$ cat src/rtl/prl_pkg.sv
// Shared types and constants for the positional ring list.
package prl_pkg;

	localparam int OP_W       = 2;
	localparam int POS_W      = 7;
	localparam int VAL_W      = 32;
	localparam int ST_W       = 2;
	localparam int LEN_W      = 7;
	localparam int IN_DATA_W  = 40;
	localparam int OUT_DATA_W = 48;
	localparam int OUT_PAD_W  = OUT_DATA_W - VAL_W - ST_W - LEN_W;
	localparam int IN_PAD_W   = IN_DATA_W - POS_W - VAL_W;

	typedef enum logic [OP_W-1:0] {
		OP_GET    = 2'd0,
		OP_INSERT = 2'd1,
		OP_DELETE = 2'd2
	} op_t;

	typedef enum logic [ST_W-1:0] {
		ST_OK        = 2'd0,
		ST_BAD_INDEX = 2'd1,
		ST_FULL      = 2'd2
	} status_t;

	typedef enum logic [2:0] {
		S_IDLE,
		S_CHECK,
		S_PREP,
		S_SHIFT,
		S_PUTV,
		S_DONE
	} state_t;

	typedef struct packed {
		op_t              op;
		logic [POS_W-1:0] position;
		logic [VAL_W-1:0] value_in;
	} req_t;

	typedef struct packed {
		logic [VAL_W-1:0] value_out;
		status_t          status;
		logic [LEN_W-1:0] length;
	} res_t;

endpackage

$ cat src/rtl/positional_ring_list_core.sv
// Top level of the positional ring list: stream ports, result register and the store.
//
// Keeps an ordered list of up to CAPACITY signed 32-bit values in a circular store
// and serves one get, insert or delete at a 1-based position per input beat, each
// answered by one output beat carrying the value read or removed, a status and the
// new length. An insert or delete moves the shorter side of the list one element
// per cycle through the one read port and the one write port of the store. The
// input is not ready while a request is in progress; a new request is taken while
// the previous result is still waiting on the output.
// The store needs no clearing after reset.
module positional_ring_list_core #(
	parameter int CAPACITY = 64
) (
	input  logic                           clk,
	input  logic                           arst_n,
	input  logic                           s_tvalid,
	output logic                           s_tready,
	// position, value_in
	input  logic [prl_pkg::IN_DATA_W-1:0]  s_tdata,
	// op
	input  logic [prl_pkg::OP_W-1:0]       s_tuser,
	output logic                           m_tvalid,
	input  logic                           m_tready,
	// value_out, status, length
	output logic [prl_pkg::OUT_DATA_W-1:0] m_tdata
);

	import prl_pkg::*;

	localparam int AW = (CAPACITY > 1) ? $clog2(CAPACITY) : 1;

	req_t               req;
	res_t               res;
	logic               idle, start, res_valid, res_ready;
	logic               mem_we;
	logic [AW-1:0]      mem_waddr, mem_raddr;
	logic [VAL_W-1:0]   mem_wdata, mem_rdata;
	logic               m_tvalid_q;
	logic [OUT_DATA_W-1:0] m_tdata_q;

	assign req.op       = op_t'(s_tuser);
	assign req.position = s_tdata[POS_W-1:0];
	assign req.value_in = s_tdata[POS_W +: VAL_W];

	assign s_tready  = idle;
	assign start     = s_tvalid && idle;
	assign res_ready = !m_tvalid_q || m_tready;

	prl_ctrl #(
		.CAPACITY(CAPACITY),
		.AW      (AW)
	) u_ctrl (
		.clk      (clk),
		.arst_n   (arst_n),
		.start    (start),
		.req      (req),
		.idle     (idle),
		.res_valid(res_valid),
		.res_ready(res_ready),
		.res      (res),
		.mem_we   (mem_we),
		.mem_waddr(mem_waddr),
		.mem_wdata(mem_wdata),
		.mem_raddr(mem_raddr),
		.mem_rdata(mem_rdata)
	);

	prl_store #(
		.DEPTH(CAPACITY),
		.WIDTH(VAL_W),
		.AW   (AW)
	) u_store (
		.clk  (clk),
		.we   (mem_we),
		.waddr(mem_waddr),
		.wdata(mem_wdata),
		.raddr(mem_raddr),
		.rdata(mem_rdata)
	);

	always_ff @(posedge clk or negedge arst_n) begin
		if (!arst_n) begin
			m_tvalid_q <= 1'b0;
		end else if (res_ready) begin
			m_tvalid_q <= res_valid;
		end
	end

	always_ff @(posedge clk) begin
		if (res_valid && res_ready) begin
			m_tdata_q <= {{OUT_PAD_W{1'b0}}, res.length, res.status, res.value_out};
		end
	end

	assign m_tvalid = m_tvalid_q;
	assign m_tdata  = m_tdata_q;

endmodule

$ cat src/rtl/prl_store.sv
// Element store: one write port and one read port with registered read data.
module prl_store #(
	parameter int DEPTH = 64,
	parameter int WIDTH = 32,
	parameter int AW    = 6
) (
	input  logic             clk,
	input  logic             we,
	input  logic [AW-1:0]    waddr,
	input  logic [WIDTH-1:0] wdata,
	input  logic [AW-1:0]    raddr,
	output logic [WIDTH-1:0] rdata
);

	logic [WIDTH-1:0] mem [DEPTH];
	logic [WIDTH-1:0] rdata_q;

	always_ff @(posedge clk) begin
		if (we) begin
			mem[waddr] <= wdata;
		end
	end

	always_ff @(posedge clk) begin
		rdata_q <= mem[raddr];
	end

	assign rdata = rdata_q;

endmodule

$ cat src/rtl/prl_ctrl.sv
// Request sequencer: range checks, slot address unit and the one-element-a-cycle shifter.
module prl_ctrl #(
	parameter int CAPACITY = 64,
	parameter int AW       = 6
) (
	input  logic                      clk,
	input  logic                      arst_n,
	input  logic                      start,
	input  prl_pkg::req_t             req,
	output logic                      idle,
	output logic                      res_valid,
	input  logic                      res_ready,
	output prl_pkg::res_t             res,
	output logic                      mem_we,
	output logic [AW-1:0]             mem_waddr,
	output logic [prl_pkg::VAL_W-1:0] mem_wdata,
	output logic [AW-1:0]             mem_raddr,
	input  logic [prl_pkg::VAL_W-1:0] mem_rdata
);

	import prl_pkg::*;

	localparam int CW = $clog2(CAPACITY + 1);
	localparam int EW = ((CW > POS_W) ? CW : POS_W) + 1;
	localparam logic [AW-1:0] LAST  = AW'(CAPACITY - 1);
	localparam logic [AW:0]   CAP_E = (AW + 1)'(CAPACITY);
	localparam logic [CW-1:0] CAP_C = CW'(CAPACITY);

	function automatic logic [AW-1:0] wrap_step(input logic [AW-1:0] a, input logic up);
		if (up) begin
			return (a == LAST) ? '0 : a + 1'b1;
		end else begin
			return (a == '0) ? LAST : a - 1'b1;
		end
	endfunction

	state_t        state_q, state_d;
	req_t          req_q, req_d;
	res_t          res_q, res_d;
	logic [AW-1:0] head_q, head_d;
	logic [CW-1:0] count_q, count_d;
	logic [AW-1:0] ptr_q, ptr_d;
	logic [AW-1:0] prev_q, prev_d;
	logic [CW-1:0] moves_q, moves_d;
	logic          up_q, up_d;
	logic          hside_q, hside_d;
	logic          wr_pend_s1, wpend_d;
	logic [AW-1:0] wr_addr_s1, waddr_d;

	logic [EW-1:0] pos_e, cnt_e, k_e;
	logic          get_del_ok, ins_ok, is_full, tail_side, pos_one, ins_head;
	logic [AW:0]   slot_sum, slot_red;
	logic [AW-1:0] slot_b;

	assign pos_e      = EW'(req_q.position);
	assign cnt_e      = EW'(count_q);
	assign get_del_ok = (pos_e != '0) && (pos_e <= cnt_e);
	assign ins_ok     = (pos_e != '0) && (pos_e <= cnt_e + EW'(1));
	assign is_full    = (count_q == CAP_C);
	assign tail_side  = pos_e > (cnt_e >> 1);
	assign pos_one    = (pos_e == EW'(1));
	assign ins_head   = pos_one || !tail_side;

	always_comb begin
		case (req_q.op)
			OP_INSERT: k_e = ins_head ? '0 : cnt_e - EW'(1);
			default:   k_e = pos_e - EW'(1);
		endcase
	end

	assign slot_sum = {1'b0, head_q} + {1'b0, k_e[AW-1:0]};
	assign slot_red = slot_sum - CAP_E;
	assign slot_b   = (slot_sum >= CAP_E) ? slot_red[AW-1:0] : slot_sum[AW-1:0];

	always_comb begin
		state_d   = state_q;
		req_d     = req_q;
		res_d     = res_q;
		head_d    = head_q;
		count_d   = count_q;
		ptr_d     = ptr_q;
		prev_d    = prev_q;
		moves_d   = moves_q;
		up_d      = up_q;
		hside_d   = hside_q;
		wpend_d   = 1'b0;
		waddr_d   = wr_addr_s1;
		idle      = 1'b0;
		res_valid = 1'b0;
		mem_raddr = ptr_q;
		case (state_q)
			S_IDLE: begin
				idle = 1'b1;
				if (start) begin
					req_d   = req;
					state_d = S_CHECK;
				end
			end
			S_CHECK: begin
				mem_raddr       = slot_b;
				ptr_d           = slot_b;
				res_d.value_out = '0;
				res_d.status    = ST_BAD_INDEX;
				res_d.length    = LEN_W'(count_q);
				state_d         = S_DONE;
				case (req_q.op)
					OP_GET: begin
						if (get_del_ok) begin
							state_d = S_PREP;
						end
					end
					OP_DELETE: begin
						if (get_del_ok) begin
							state_d = S_PREP;
							hside_d = !tail_side;
							up_d    = tail_side;
							moves_d = tail_side ? CW'(cnt_e - pos_e) : CW'(pos_e - EW'(1));
						end
					end
					OP_INSERT: begin
						if (ins_ok) begin
							if (is_full) begin
								res_d.status = ST_FULL;
							end else begin
								state_d = S_PREP;
								hside_d = ins_head;
								up_d    = ins_head;
								moves_d = ins_head ? CW'(pos_e - EW'(1))
								                   : CW'(cnt_e - pos_e + EW'(1));
							end
						end
					end
					default: begin
					end
				endcase
			end
			S_PREP: begin
				res_d.status = ST_OK;
				case (req_q.op)
					OP_GET: begin
						res_d.value_out = mem_rdata;
						res_d.length    = LEN_W'(count_q);
						state_d         = S_DONE;
					end
					OP_DELETE: begin
						res_d.value_out = mem_rdata;
						count_d         = count_q - 1'b1;
						res_d.length    = LEN_W'(count_q - 1'b1);
						prev_d          = ptr_q;
						ptr_d           = wrap_step(ptr_q, up_q);
						if (hside_q) begin
							head_d = wrap_step(head_q, 1'b1);
						end
						state_d = S_SHIFT;
					end
					default: begin
						res_d.value_out = '0;
						count_d         = count_q + 1'b1;
						res_d.length    = LEN_W'(count_q + 1'b1);
						prev_d          = wrap_step(ptr_q, !up_q);
						if (hside_q) begin
							head_d = wrap_step(head_q, 1'b0);
						end
						state_d = S_SHIFT;
					end
				endcase
			end
			S_SHIFT: begin
				if (moves_q != '0) begin
					wpend_d = 1'b1;
					waddr_d = prev_q;
					prev_d  = ptr_q;
					ptr_d   = wrap_step(ptr_q, up_q);
					moves_d = moves_q - 1'b1;
				end else begin
					state_d = (req_q.op == OP_INSERT) ? S_PUTV : S_DONE;
				end
			end
			S_PUTV: begin
				state_d = S_DONE;
			end
			S_DONE: begin
				res_valid = 1'b1;
				if (res_ready) begin
					state_d = S_IDLE;
				end
			end
			default: begin
				state_d = S_IDLE;
			end
		endcase
	end

	always_ff @(posedge clk or negedge arst_n) begin
		if (!arst_n) begin
			state_q    <= S_IDLE;
			head_q     <= '0;
			count_q    <= '0;
			wr_pend_s1 <= 1'b0;
		end else begin
			state_q    <= state_d;
			head_q     <= head_d;
			count_q    <= count_d;
			wr_pend_s1 <= wpend_d;
		end
	end

	always_ff @(posedge clk) begin
		req_q      <= req_d;
		res_q      <= res_d;
		ptr_q      <= ptr_d;
		prev_q     <= prev_d;
		moves_q    <= moves_d;
		up_q       <= up_d;
		hside_q    <= hside_d;
		wr_addr_s1 <= waddr_d;
	end

	assign mem_we    = wr_pend_s1 || (state_q == S_PUTV);
	assign mem_waddr = wr_pend_s1 ? wr_addr_s1 : prev_q;
	assign mem_wdata = wr_pend_s1 ? mem_rdata : req_q.value_in;
	assign res       = res_q;

endmodule

$ cat config.mk
export PLATFORM = sky130hd
export DESIGN_NAME = positional_ring_list_core
export DESIGN_NICKNAME = d
export VERILOG_FILES = /design/src/rtl/prl_pkg.sv /design/src/rtl/positional_ring_list_core.sv /design/src/rtl/prl_store.sv /design/src/rtl/prl_ctrl.sv
export SDC_FILE = /design/constraint.sdc
export NUM_CORES = 2
export LEC_CHECK = 0
export BUFFER_PORTS_ARGS = -buffer_cell sky130_fd_sc_hd__buf_4
export CELL_PAD_IN_SITES_DETAIL_PLACEMENT = 0
export CELL_PAD_IN_SITES_GLOBAL_PLACEMENT = 2
export CORE_MARGIN = 4
export CORE_UTILIZATION = 47
export DETAILED_ROUTE_END_ITERATION = 6
export PLACE_DENSITY_LB_ADDON = 0.1
export SKIP_CTS_REPAIR_TIMING = 1
export SLEW_MARGIN = 10
export SYNTH_ARGS = -nofsm -noshare
export SYNTH_HDL_FRONTEND = slang
export SYNTH_SLANG_ARGS = --single-unit
$ cat constraint.sdc
create_clock -name clk -period 5.55 [get_ports clk]
set_input_delay 0.555 -clock clk [delete_from_list [all_inputs] [get_ports clk]]
set_output_delay 0.555 -clock clk [all_outputs]
set_load 0.01 [all_outputs]
==> flow_metrics.py <==
metrics = {
    "route": {
        "drc": 0,
        "final_antenna_net_count": 0,
        "drtPass1Iterations": 5,
        "vias": 61600,
        "drtIter0Drc": 6181,
        "wl_per_cell_um": 30.5,
        "wl_mm": 303,
        "via_per_inst": 6.20,
    },
    "cells_and_area": {
        "nNetsFinal": 7027,
        "fillers": 16900,
        "final_cell_area_um2": 113000,
        "areaGrowthSynthToFinish_pct": 14.9,
        "drive_gt1_frac": 0.185,
        "final_util": 0.543,
    },
    "placement": {
        "place.port_buffers": 87,
        "dp_hpwl_mm": 175,
        "post_dp_cell_area_um2": 104000,
        "place.gp.congestion": 0.794,
        "place_ws_ps": 95.5,
    },
    "yosys": {
        "netlist_instances": 6716,
        "yosysTopAreaCell": "edfxtp_1",
        "ys_seq_area_frac": 0.685,
        "synth-seq-cells": 2248,
        "async_reset_ff_frac": 0.00801,
        "synth-edff-count": 2198,
        "syn_avg_cell_area_um2": 14.6,
        "ys_types": 75,
        "synth_warnings": 0,
        "synth_area_leaders": "edfxtp_1 (67%), mux4_2 (8.1%), a21oi_1 (4.1%)",
        "synthFlopType": "edfxtp_1",
        "synth_top_area_frac": 0.674,
        "syn_area_um2": 97900,
    },
    "timing": {
        "fmax_mhz": 189,
        "timing_hold_violations_final": 0,
        "finalCriticalPeriod_ps": 5300,
        "maxSlewViolCount": 0,
        "worst_slack_ps": 252,
        "setup_tns_ps": 0,
        "worstMarginPinSlew_ps": 1220,
        "finClkSkew_ps": 59.1,
        "period_share": 0.955,
        "slew_headroom": 0.190,
        "setup_viol": 0,
        "whs_ps": 108,
        "rsz0062_at_grt": "false",
    },
    "clock_tree": {
        "clk_latency_ps": 900,
        "cts-htree-levels": 4,
        "path_clk_slew_ps": 60,
        "clock-sinks": 2248,
        "cts_root_buf": "clkbuf_16",
        "cts_tree": "built",
        "cts_inserted_buffers": 236,
        "cts_buffer_depth": 3,
    },
    "critical_path": {
        "cp-start-kind": "flip-flop",
        "crit_required_ps": 6320,
        "arrival_ps": 6070,
        "worst_setup_path_end_kind": "flip-flop",
        "worstPathMaxFanout": 80,
        "path_class": "reg -> reg",
    },
    "floorplan": {
        "die_width_um": 464,
        "core_area_um2": 207000,
        "fp-row-count": 167,
        "pin_count": 96,
        "fp.dieH_um": 464,
        "dieArea_um2": 216000,
        "start_util": 0.473,
    },
    "grt": {
        "met3_usage": 0.0407,
        "grt-ovfl-total": 0,
        "grt_usage": 0.276,
        "grt_max_degree": 113,
        "antenna_found_initial": 15,
        "grt.met1_usage": 0.386,
        "grt_pass1_wl_mm": 433,
        "grt_pass1_vias": 59900,
        "grt.busiest_layer": "met2",
        "grt_use_met2": 0.453,
    },
    "pwr": {
        "powerDensity_nw_per_um2": 630,
        "vdd_ir_drop_max_uv": 671,
        "leakage_nw": 37.2,
    },
    "run_status": {
        "status": "finished clean",
    },
    "min_path": {
        "min_path_type": "in -> reg",
    },
    "run": {
        "max_cap_violations": 0,
    },
}
worst paths after layout:
kind,start,end,slack (ps),depth (start not counted)
worst max-delay path,u_ctrl.pos_e[2],u_store.rdata[18],250,18
worst min-delay path,s_tvalid,u_ctrl.state_q[0],110,4
worst max register to register,u_ctrl.pos_e[2],u_store.rdata[18],250,18
worst min register to register,u_ctrl.res[7],m_tdata[32],410,0
max in group asynchronous,arst_n,u_ctrl.wr_pend_s1,5090,2
min in group asynchronous,arst_n,m_tvalid,130,2
cell type report:
type / count / area (um2) / area share
Multi-Input combinational cell: 3930 / 29300 / 0.260
Clock inverter: 137 / 1340 / 0.0119
Timing Repair Buffer: 473 / 4850 / 0.0431
Sequential cell: 2248 / 67100 / 0.596
Antenna cell: 3 / 7.51 / 0.0000667
Clock buffer: 309 / 6300 / 0.0560
Tap cell: 2788 / 3490 / 0.0310
Inverter: 45 / 169 / 0.00150
state kept, by name, indices dropped and copies added, names as in the netlist:
name / count
u_ctrl.wr_addr_s1: 6
u_ctrl.wr_pend_s1: 1
u_store.rdata: 32
u_ctrl.req_q: 34
u_ctrl.ptr_q: 6
u_ctrl.state_q: 3
u_ctrl.prev_q: 6
m_tvalid: 1
u_store.mem: 2048
u_ctrl.hside_q: 1
u_ctrl.pos_e: 7
m_tdata: 41
u_ctrl.up_q: 1
u_ctrl.count_q: 7
u_ctrl.res: 41
u_ctrl.head_q: 6
u_ctrl.moves_q: 7
synthesized netlist by cell type (all sizes together) (4+ instances only):
library cell,number
xnor2,24
or4,35
xor2,11
mux2,67
dfxtp,32
o21bai,6
a221oi,34
a21oi,811
o21a,8
dfrtp,18
nand2b,202
mux4,352
buf,160
or2,42
a211o,34
and2,35
a211oi,37
edfxtp,2198
o211ai,38
a221o,33
nor3,84
nand3b,5
a21o,10
nor2,149
nand2,968
ha,44
clkbuf,339
nand4,67
a22oi,228
inv,45
and3,38
nand3,51
or3,35
nor4,34
a31oi,6
o21ai,50
a22o,33
o32ai,5
o31ai,4
o22ai,135
mux2i,164
cells in the final DEF (no fill, tap or decap), types with 24 or more instances in the layout:
| master | Yosys | routed |
|---|---|---|
| nor2_4 | 0 | 67 |
| or4_1 | 35 | 35 |
| a22o_1 | 33 | 33 |
| buf_4 | 26 | 336 |
| a21oi_1 | 810 | 809 |
| inv_1 | 45 | 45 |
| nand3_1 | 51 | 51 |
| or3_1 | 35 | 34 |
| ha_1 | 44 | 43 |
| o22ai_1 | 135 | 135 |
| dfxtp_1 | 32 | 32 |
| a211o_1 | 34 | 34 |
| o211ai_1 | 38 | 38 |
| nor4_1 | 34 | 33 |
| or2_2 | 42 | 42 |
| nand2b_1 | 202 | 202 |
| nand4_1 | 67 | 67 |
| edfxtp_1 | 2198 | 2198 |
| nor2_1 | 149 | 82 |
| buf_12 | 0 | 94 |
| a221o_1 | 33 | 33 |
| a221oi_1 | 34 | 34 |
| a211oi_1 | 37 | 35 |
| and3_1 | 38 | 37 |
| nand2_1 | 967 | 967 |
| o21ai_0 | 45 | 45 |
| mux2i_1 | 164 | 163 |
| a22oi_1 | 228 | 228 |
| clkbuf_1 | 339 | 61 |
| nor3_1 | 84 | 83 |
| clkbuf_16 | 0 | 236 |
| and2_1 | 35 | 34 |
| dlygate4sd3_1 | 0 | 42 |
| xnor2_1 | 24 | 24 |
| clkinv_2 | 0 | 44 |
| clkinv_1 | 0 | 53 |
| mux4_2 | 352 | 352 |
| mux2_2 | 67 | 59 |
critical path, stage by stage (launching register included):
cell and delay, ps:
edfxtp_1 510, ha_1 380, a21oi_1 80, a21oi_1 180, o21ba_2 200, nand2_1 110
o22ai_1 240, ha_4 180, inv_1 50, fa_4 820, buf_4 190, buf_12 280
buf_12 330, mux4_2 360, nand2_1 80, nand3_1 100, nand4_1 150, nand4_1 440
mux2_2 460
power by group:
group	switching [mW]	internal [mW]	total (mW)
Sequential	0.559	20.3	20.9
Clock	6.63	8.91	15.5
Combinational	21.3	13.1	34.4
Total	28.5	42.4	70.8
metal layers:
metal  wire length (um)  share of wire
met5                 13       0.000043
met4               9500          0.031
met3              20200          0.067
met2             146000           0.48
met1             127000           0.42
logic make-up (layout without fill, tap and decap cells):
family | after synthesis | after routing | share of synthesized area
flops | 2248 | 2248 | 0.685
simple gates | 1759 | 1759 | 0.0829
compound gates | 1499 | 1499 | 0.0938
mux | 583 | 583 | 0.105
buf+inv | 544 | 964 | 0.0234
fa+ha+maj | 47 | 47 | 0.00623
xor+xnor | 35 | 35 | 0.00313
other cells | 1 | 10 | 0.0000383
through the flow:
stage	cells	power (mW)
3_5_place_dp	9441	55.5
5_1_grt	9931	74.5
6_report	9933	70.8
4_1_cts	9887	71.1
2_1_floorplan	6722	41.8
3_3_place_gp	9441	55.2
No activity file was read; power rests on OpenSTA's default activity.
